===== config.mk =====
export PLATFORM = sky130hd
export DESIGN_NAME = one_wire_bus_master_top
export DESIGN_NICKNAME = d
export VERILOG_FILES = /design/src/sv/owbm_pkg.sv /design/src/sv/one_wire_bus_master_top.sv /design/src/sv/owbm_front.sv /design/src/sv/owbm_queue.sv /design/src/sv/owbm_back.sv
export SDC_FILE = /design/constraint.sdc
export NUM_CORES = 1
export LEC_CHECK = 0
export ABC_AREA = 0
export BUFFER_PORTS_ARGS = -buffer_cell sky130_fd_sc_hd__buf_2
export CORE_MARGIN = 2
export CORE_UTILIZATION = 45
export DETAILED_ROUTE_END_ITERATION = 16
export PLACE_DENSITY = 0.7
export SLEW_MARGIN = 20
export SYNTH_ARGS = -nofsm -noshare
export SYNTH_HDL_FRONTEND = slang
export SYNTH_HIERARCHICAL = 1
export SYNTH_SLANG_ARGS = --single-unit

===== constraint.sdc =====
create_clock -name clock -period 10.6 [get_ports clock]
set_input_delay 1.06 -clock clock [delete_from_list [all_inputs] [get_ports clock]]
set_output_delay 1.06 -clock clock [all_outputs]
set_load 0.005 [all_outputs]

===== src/sv/owbm_pkg.sv =====
// Package for the 1-Wire bus master: codes, timing constants and queue word type.
`timescale 1ns / 1ps

package owbm_pkg;

   // Bus timing in microseconds
   localparam logic [9:0] RST_LOW_US    = 10'd480;
   localparam logic [9:0] RST_SAMPLE_US = 10'd550;   // 480 + 70
   localparam logic [9:0] RST_END_US    = 10'd960;   // 480 + 70 + 410
   localparam logic [9:0] SLOT_US       = 10'd70;
   localparam logic [9:0] W1_LOW_US     = 10'd6;
   localparam logic [9:0] W0_LOW_US     = 10'd60;
   localparam logic [9:0] RD_LOW_US     = 10'd6;
   localparam logic [9:0] RD_SAMPLE_US  = 10'd15;    // 6 + 9
   localparam logic [2:0] LAST_BIT      = 3'd7;

   localparam int unsigned QUEUE_DEPTH = 2;

   // Input action codes
   typedef enum logic [1:0] {
      KIND_TICK  = 2'd0,
      KIND_RESET = 2'd1,
      KIND_WRITE = 2'd2,
      KIND_READ  = 2'd3
   } kind_type;

   // Sequence modes
   typedef enum logic [1:0] {
      MODE_IDLE  = 2'd0,
      MODE_RESET = 2'd1,
      MODE_WRITE = 2'd2,
      MODE_READ  = 2'd3
   } mode_type;

   // Result status codes
   typedef enum logic [2:0] {
      ST_NONE       = 3'd0,
      ST_PRESENCE   = 3'd1,
      ST_NO_DEVICE  = 3'd2,
      ST_WRITE_DONE = 3'd3,
      ST_READ_DONE  = 3'd4,
      ST_REFUSED    = 3'd5
   } status_type;

   // Classified word passed from front to back
   typedef struct packed {
      logic       is_tick;
      kind_type   kind;
      logic [7:0] data_byte;
      logic       line_level;
   } entry_type;

endpackage


===== src/sv/one_wire_bus_master_top.sv =====
// Top level of the 1-Wire bus master: front stage, queue and bus engine.
`timescale 1ns / 1ps

// Usage:
//   Request channel (req_*): one word per command or tick. req_action selects
//   tick, start reset, start byte write or start byte read; req_data_byte is
//   the byte to send and req_line_level the sampled bus level for a tick.
//   Response channel (rsp_*): exactly one word per request word, in order,
//   with the pin drive, busy flag, status and the read byte.
//   csr_we/csr_wdata set ticks_per_us; write it only while the block is idle.
//   Path from request acceptance to response valid: front register, queue,
//   response register. Throughput: one word per cycle while rsp_ready is
//   high, with the bus engine updated once per popped word.
//   Reset: the bus engine goes idle, ticks_per_us returns to 1 and all queued
//   words are dropped.
//   Stalls: when rsp_ready is low the response register holds its word, the
//   two-entry queue and the front register fill, and then req_ready drops.
module one_wire_bus_master_top (
   input  logic       clock,
   input  logic       reset,
   input  logic       req_valid,
   output logic       req_ready,
   input  logic [1:0] req_action,
   input  logic [7:0] req_data_byte,
   input  logic       req_line_level,
   output logic       rsp_valid,
   input  logic       rsp_ready,
   output logic       rsp_line_drive_low,
   output logic       rsp_busy_res,
   output logic [2:0] rsp_status,
   output logic [7:0] rsp_read_value,
   input  logic       csr_we,
   input  logic [9:0] csr_wdata
);
   import owbm_pkg::*;

   logic      push_valid, push_ready;
   entry_type push_entry;
   logic      pop_valid, pop_ready;
   entry_type pop_entry;

   owbm_front u_front (
      .clock          (clock),
      .reset          (reset),
      .req_valid      (req_valid),
      .req_ready      (req_ready),
      .req_action     (req_action),
      .req_data_byte  (req_data_byte),
      .req_line_level (req_line_level),
      .push_valid     (push_valid),
      .push_ready     (push_ready),
      .push_entry     (push_entry)
   );

   owbm_queue u_queue (
      .clock      (clock),
      .reset      (reset),
      .push_valid (push_valid),
      .push_ready (push_ready),
      .push_entry (push_entry),
      .pop_valid  (pop_valid),
      .pop_ready  (pop_ready),
      .pop_entry  (pop_entry)
   );

   owbm_back u_back (
      .clock              (clock),
      .reset              (reset),
      .csr_we             (csr_we),
      .csr_wdata          (csr_wdata),
      .pop_valid          (pop_valid),
      .pop_ready          (pop_ready),
      .pop_entry          (pop_entry),
      .rsp_valid          (rsp_valid),
      .rsp_ready          (rsp_ready),
      .rsp_line_drive_low (rsp_line_drive_low),
      .rsp_busy_res       (rsp_busy_res),
      .rsp_status         (rsp_status),
      .rsp_read_value     (rsp_read_value)
   );

endmodule


===== src/sv/owbm_front.sv =====
// Front stage: accepts request words, classifies the action and registers them.
`timescale 1ns / 1ps

module owbm_front (
   input  logic                clock,
   input  logic                reset,
   input  logic                req_valid,
   output logic                req_ready,
   input  logic [1:0]          req_action,
   input  logic [7:0]          req_data_byte,
   input  logic                req_line_level,
   output logic                push_valid,
   input  logic                push_ready,
   output owbm_pkg::entry_type push_entry
);
   import owbm_pkg::*;

   logic      valid_ff, valid_in;
   entry_type entry_ff, entry_in;
   logic      load;

   // Take a new word whenever the holding register is empty or drains
   assign req_ready  = !valid_ff || push_ready;
   assign load       = req_valid && req_ready;
   assign push_valid = valid_ff;
   assign push_entry = entry_ff;

   // Classify
   always_comb begin
      entry_in.kind       = kind_type'(req_action);
      entry_in.is_tick    = (kind_type'(req_action) == KIND_TICK);
      entry_in.data_byte  = req_data_byte;
      entry_in.line_level = req_line_level;
      valid_in = load || (valid_ff && !push_ready);
   end

   always_ff @(posedge clock) begin
      if (reset) begin
         valid_ff <= 1'b0;
      end else begin
         valid_ff <= valid_in;
      end
   end

   always_ff @(posedge clock) begin
      if (load) begin
         entry_ff <= entry_in;
      end
   end

endmodule


===== src/sv/owbm_queue.sv =====
// Two-entry queue between the front stage and the bus engine.
`timescale 1ns / 1ps

module owbm_queue (
   input  logic                clock,
   input  logic                reset,
   input  logic                push_valid,
   output logic                push_ready,
   input  owbm_pkg::entry_type push_entry,
   output logic                pop_valid,
   input  logic                pop_ready,
   output owbm_pkg::entry_type pop_entry
);
   import owbm_pkg::*;

   localparam int unsigned PTR_W = $clog2(QUEUE_DEPTH);
   localparam int unsigned CNT_W = $clog2(QUEUE_DEPTH + 1);

   entry_type        mem [QUEUE_DEPTH];
   logic [PTR_W-1:0] wr_ptr_ff, wr_ptr_in;
   logic [PTR_W-1:0] rd_ptr_ff, rd_ptr_in;
   logic [CNT_W-1:0] count_ff, count_in;
   logic             do_push, do_pop;

   assign push_ready = (count_ff != CNT_W'(QUEUE_DEPTH));
   assign pop_valid  = (count_ff != '0);
   assign pop_entry  = mem[rd_ptr_ff];
   assign do_push    = push_valid && push_ready;
   assign do_pop     = pop_valid && pop_ready;

   // Pointer and fill count update
   always_comb begin
      wr_ptr_in = wr_ptr_ff;
      rd_ptr_in = rd_ptr_ff;
      count_in  = count_ff;
      if (do_push) begin
         wr_ptr_in = (wr_ptr_ff == PTR_W'(QUEUE_DEPTH - 1)) ? '0 : wr_ptr_ff + 1'b1;
      end
      if (do_pop) begin
         rd_ptr_in = (rd_ptr_ff == PTR_W'(QUEUE_DEPTH - 1)) ? '0 : rd_ptr_ff + 1'b1;
      end
      if (do_push && !do_pop) begin
         count_in = count_ff + 1'b1;
      end else if (do_pop && !do_push) begin
         count_in = count_ff - 1'b1;
      end
   end

   always_ff @(posedge clock) begin
      if (reset) begin
         wr_ptr_ff <= '0;
         rd_ptr_ff <= '0;
         count_ff  <= '0;
      end else begin
         wr_ptr_ff <= wr_ptr_in;
         rd_ptr_ff <= rd_ptr_in;
         count_ff  <= count_in;
      end
   end

   always_ff @(posedge clock) begin
      if (do_push) begin
         mem[wr_ptr_ff] <= push_entry;
      end
   end

endmodule


===== src/sv/owbm_back.sv =====
// Bus engine: runs reset, write and read sequences and registers the response word.
`timescale 1ns / 1ps

module owbm_back (
   input  logic                clock,
   input  logic                reset,
   input  logic                csr_we,
   input  logic [9:0]          csr_wdata,
   input  logic                pop_valid,
   output logic                pop_ready,
   input  owbm_pkg::entry_type pop_entry,
   output logic                rsp_valid,
   input  logic                rsp_ready,
   output logic                rsp_line_drive_low,
   output logic                rsp_busy_res,
   output logic [2:0]          rsp_status,
   output logic [7:0]          rsp_read_value
);
   import owbm_pkg::*;

   // Sequence state
   mode_type   mode_ff, mode_in;
   logic [9:0] slot_us_ff, slot_us_in;
   logic [9:0] prescale_ff, prescale_in;
   logic [2:0] bit_ff, bit_in;
   logic [7:0] shift_ff, shift_in;
   logic       presence_ff, presence_in;
   logic [9:0] tpu_ff;

   // Response register
   logic       rsp_valid_ff, rsp_valid_in;
   logic       drive_ff, drive_in;
   logic       busy_ff, busy_in;
   status_type status_ff, status_in;
   logic [7:0] rval_ff, rval_in;

   logic       pop;
   logic       drive_now;
   logic [9:0] tpu_eff;
   logic [9:0] pc_next;
   logic [9:0] t;

   assign pop       = pop_valid && pop_ready;
   assign pop_ready = !rsp_valid_ff || rsp_ready;
   assign tpu_eff   = (tpu_ff == '0) ? 10'd1 : tpu_ff;

   // Line drive from the current slot time
   always_comb begin
      case (mode_ff)
         MODE_RESET: drive_now = (slot_us_ff < RST_LOW_US);
         MODE_WRITE: drive_now = (slot_us_ff < (shift_ff[0] ? W1_LOW_US : W0_LOW_US));
         MODE_READ:  drive_now = (slot_us_ff < RD_LOW_US);
         default:    drive_now = 1'b0;
      endcase
   end

   // Sequence next state and response payload
   always_comb begin
      mode_in     = mode_ff;
      slot_us_in  = slot_us_ff;
      prescale_in = prescale_ff;
      bit_in      = bit_ff;
      shift_in    = shift_ff;
      presence_in = presence_ff;
      drive_in    = 1'b0;
      status_in   = ST_NONE;
      rval_in     = '0;
      pc_next     = prescale_ff + 10'd1;
      t           = slot_us_ff;

      if (!pop_entry.is_tick) begin
         if (mode_ff != MODE_IDLE) begin
            drive_in  = drive_now;
            status_in = ST_REFUSED;
         end else begin
            mode_in     = mode_type'(pop_entry.kind);
            slot_us_in  = '0;
            prescale_in = '0;
            bit_in      = '0;
            presence_in = 1'b0;
            shift_in    = (pop_entry.kind == KIND_WRITE) ? pop_entry.data_byte : 8'd0;
            drive_in    = 1'b1;
         end
      end else if (mode_ff != MODE_IDLE) begin
         drive_in = drive_now;

         // Sample on the first tick of the sample microsecond
         if (prescale_ff == '0) begin
            if (mode_ff == MODE_RESET && slot_us_ff == RST_SAMPLE_US) begin
               presence_in = !pop_entry.line_level;
            end
            if (mode_ff == MODE_READ && slot_us_ff == RD_SAMPLE_US) begin
               shift_in = {pop_entry.line_level, shift_ff[7:1]};
            end
         end

         // Microsecond prescaler
         if (pc_next >= tpu_eff) begin
            prescale_in = '0;
            t = slot_us_ff + 10'd1;
         end else begin
            prescale_in = pc_next;
         end
         slot_us_in = t;

         // End of sequence or slot
         if (mode_ff == MODE_RESET) begin
            if (t == RST_END_US) begin
               status_in  = presence_in ? ST_PRESENCE : ST_NO_DEVICE;
               mode_in    = MODE_IDLE;
               slot_us_in = '0;
            end
         end else if (t == SLOT_US) begin
            slot_us_in = '0;
            if (mode_ff == MODE_WRITE) begin
               shift_in = {1'b0, shift_ff[7:1]};
            end
            if (bit_ff == LAST_BIT) begin
               if (mode_ff == MODE_WRITE) begin
                  status_in = ST_WRITE_DONE;
               end else begin
                  status_in = ST_READ_DONE;
                  rval_in   = shift_in;
               end
               mode_in = MODE_IDLE;
               bit_in  = '0;
            end else begin
               bit_in = bit_ff + 3'd1;
            end
         end
      end

      busy_in      = (mode_in != MODE_IDLE);
      rsp_valid_in = pop || (rsp_valid_ff && !rsp_ready);
   end

   // Control state and configuration
   always_ff @(posedge clock) begin
      if (reset) begin
         mode_ff      <= MODE_IDLE;
         slot_us_ff   <= '0;
         prescale_ff  <= '0;
         bit_ff       <= '0;
         shift_ff     <= '0;
         presence_ff  <= 1'b0;
         tpu_ff       <= 10'd1;
         rsp_valid_ff <= 1'b0;
      end else begin
         if (pop) begin
            mode_ff     <= mode_in;
            slot_us_ff  <= slot_us_in;
            prescale_ff <= prescale_in;
            bit_ff      <= bit_in;
            shift_ff    <= shift_in;
            presence_ff <= presence_in;
         end
         if (csr_we) begin
            tpu_ff <= csr_wdata;
         end
         rsp_valid_ff <= rsp_valid_in;
      end
   end

   // Response payload
   always_ff @(posedge clock) begin
      if (pop) begin
         drive_ff  <= drive_in;
         busy_ff   <= busy_in;
         status_ff <= status_in;
         rval_ff   <= rval_in;
      end
   end

   assign rsp_valid          = rsp_valid_ff;
   assign rsp_line_drive_low = drive_ff;
   assign rsp_busy_res       = busy_ff;
   assign rsp_status         = status_ff;
   assign rsp_read_value     = rval_ff;

endmodule


==> flow_summary.json <==
{
  "maxCapViolCount": 0,
  "area_delta_synth_final_pct": 11.7,
  "cts_setup_buffers": 0,
  "via_per_inst": 5.69,
  "holdWs_ps": 446,
  "irDropWorstVdd_mv": 0.119,
  "syn_area_um2": 5070,
  "wl_per_cell_um": 15.0,
  "ys_top_cells_by_area": "edfxtp_1 (29%), dfxtp_1 (20%), ha_1 (6.2%), mux2i_1 (3.8%), nor2_1 (3.4%)",
  "crit_chain": "ha_1 -> and3_1 -> and3_1 -> nand3_1 -> xnor2_1 -> ha_1 -> nand4_1 -> nor4_1 -> a2111oi_1 -> and2_1 -> a22oi_1 -> a2111oi_4 -> nand2_1 -> o21ai_0 -> a311oi_1",
  "syn_area_per_cell_um2": 10.2,
  "ctsResizeCount": 0,
  "place_congestion": 0.886,
  "cts_hold_buf": 0,
  "setup_viol": 0,
  "diodes": 0,
  "synth_edf_count": 49,
  "fin_tns_setup_ps": 0,
  "netlist_instances": 495,
  "drt_iter0_markers": 212,
  "p_sw_share_pct": 33.0,
  "die_x_um": 110,
  "max_freq_mhz": 204,
  "yosysUniqueCellTypes": 56,
  "internal-power_mw": 0.760,
  "crit_required_ps": 10690,
  "cts_buffers": 9,
  "final_cell_mix": "dfxtp_1 (51), edfxtp_1 (49), nor2_1 (46)",
  "stdcell_area_um2": 5660,
  "final_cell_count_no_fill": 667,
  "drt-total-wl_mm": 10.0,
  "muxShareOfSynthArea_pct": 6.64,
  "skew_ps": 7.86,
  "crit_path_max_fanout": 18,
  "yosys.area_share.xor_xnor_pct": 2.42,
  "hold_viol": 0,
  "yosysTopAreaCell": "edfxtp_1",
  "rsz0062_at_grt": "no",
  "yosys.area_share.simple_pct": 18.4,
  "htree_levels": 3,
  "synth_top_area_share_pct": 29.0,
  "p_total_mw": 1.13,
  "ys_warn_count": 6,
  "layout_commonest_cell": "dfxtp_1",
  "ys_seq_elements": 100,
  "clkSinkCount": 100,
  "grt_pass1_wl_mm": 16.5,
  "yosysSeqAreaShare_pct": 49.2,
  "grt_use_total_pct": 17.6,
  "drc": 0,
  "nNetsFinal": 573,
  "die_height_um": 110,
  "p_clk_share_pct": 29.0,
  "comb_power_share_pct": 26.8,
  "layout-drive-gt1-share_pct": 15.7,
  "startpoint_type": "flip-flop",
  "core_area_um2": 10900,
  "ant_nets": 0,
  "post-route-min-period_ps": 4900,
  "power.density_nw_per_um2": 200,
  "cts_tree": "yes",
  "io_pins": 41,
  "rrSetupSlack_ps": 5700,
  "worstSetupPathType": "flip-flop to flip-flop",
  "slowest_delay_ps": 610,
  "start_util_pct": 46.3,
  "grt_pass1_vias": 3531,
  "clock_latency_ps": 350,
  "synth_top_family_by_area": "simple AND/OR/NAND/NOR gates",
  "placementRows": 38,
  "dp_cells": 651,
  "arrival_ps": 4990,
  "die_area_um2": 12100,
  "clk_path_buf_depth": 2,
  "p_leak_nw": 2.15,
  "critPathSlowestCell": "and2_1",
  "vias": 3797,
  "port-buffer-count": 40,
  "synth_compound_area_share_pct": 13.3,
  "path_clk_slew_ps": 70,
  "root_buffer": "clkbuf_16",
  "worstMarginPinSlew_ps": 951,
  "min_path_type": "flip-flop to flip-flop",
  "grt_start_max_net_pins": 49,
  "finalMaxSlewViolations": 0,
  "placed_area_um2": 5360,
  "dp_hpwl_mm": 6.97,
  "antenna_found_initial": 0,
  "p_seq_share_pct": 44.2,
  "drt_first_pass_iters": 4,
  "synth_nets": 546,
  "status": "finished clean",
  "synthArstFlopShare_pct": 0,
  "synth_fa_ha_area_share_pct": 6.17,
  "grt_overflow": 0,
  "end_kind": "flip-flop",
  "p_switching_mw": 0.374,
  "slew_headroom_pct": 36.6,
  "min_period_over_period_pct": 46.3,
  "synth-main-ff-cell": "dfxtp_1"
}
## per-layer routing
metal	global-route usage (%)	vias up	wire, um
met5	0	-	0
met4	8.84	0	190
met3	2.65	18	479
met2	27.7	96	4580
met1	23.5	1800	4770
li1	-	1883	-
## power by group through the flow
| stage | logic (mW) | clock network (mW) | registers, mW |
|---|---|---|---|
| 2_1_floorplan | 0.225 | 0 | 0.499 |
| 3_3_place_gp | 0.293 | 0 | 0.507 |
| 3_5_place_dp | 0.301 | 0 | 0.510 |
| 4_1_cts | 0.302 | 0.338 | 0.501 |
| 5_1_grt | 0.337 | 0.352 | 0.509 |
| 6_report | 0.304 | 0.329 | 0.501 |
## layout make-up
| type | count | area (um^2) |
|---|---|---|
| Clock buffer | 10 | 239 |
| Clock inverter | 6 | 63.8 |
| Fill cell | 973 | 5280 |
| Inverter | 26 | 97.6 |
| Multi-Input combinational cell | 343 | 2380 |
| Sequential cell | 100 | 2490 |
| Tap cell | 140 | 175 |
| Timing Repair Buffer | 42 | 215 |
## kinds of logic (layout without fill, tap and decap cells)
kind of cell / Yosys count / after routing
buf+inv: 52 / 84
mux: 32 / 32
fa+ha+maj: 25 / 25
xor+xnor: 14 / 14
simple gates: 177 / 177
compound gates: 95 / 95
flops: 100 / 100
## synth_stat cells (7+ instances only)
cell and number:
a21oi_1 27, a221o_1 7, and2_1 11, and3_1 9, clkbuf_1 22, dfxtp_1 51, edfxtp_1 49, ha_1 25
inv_1 26, mux2_2 13, mux2i_1 19, nand2_1 31, nand2b_1 9, nand3_1 15, nand4_1 8, nor2_1 46
nor3_1 13, nor4_1 9, o21ai_0 13, xor2_1 8
## final timing paths
| kind | from | end | cells after the start |
|---|---|---|---|
| max | u_back/prescale_ff[0] | u_back/rsp_busy_res | 15 |
| min | u_front/push_entry[7] | u_queue/mem[1][7] | 0 |
| max reg2reg | u_back/prescale_ff[0] | u_back/rsp_busy_res | 15 |
| min reg2reg | u_front/push_entry[7] | u_queue/mem[1][7] | 0 |
## stage by stage
stage               util (%)  setup slack, ps
floorplan                  -             6380
global placement        49.0             5990
detailed placement      49.0             5760
CTS                     51.8             5750
global route            51.8             5350
finish                  51.8             5700
## state kept, by name (all words and copies together) (netlist names), 2 cells and up, named ones only
name,count
u_back/prescale_ff,10
u_back/tpu_ff,10
u_back/bit_ff,3
u_back/shift_ff,8
u_front/push_entry,12
u_back/rsp_read_value,8
u_queue/count_ff,2
u_back/mode_ff,2
u_back/rsp_status,3
u_queue/mem,24
u_back/slot_us_ff,10
## critical path: cells and delay by family, from the launching register on
family                     cells  cell delay (ps)
AOI/OAI and AO/OA              5             1720
xor gates and xnor gates       1              220
adders and majority gates      2              530
DFF                            1              420
and+or+nand+nor                7             1750
No activity file was read; power rests on OpenSTA's default activity.
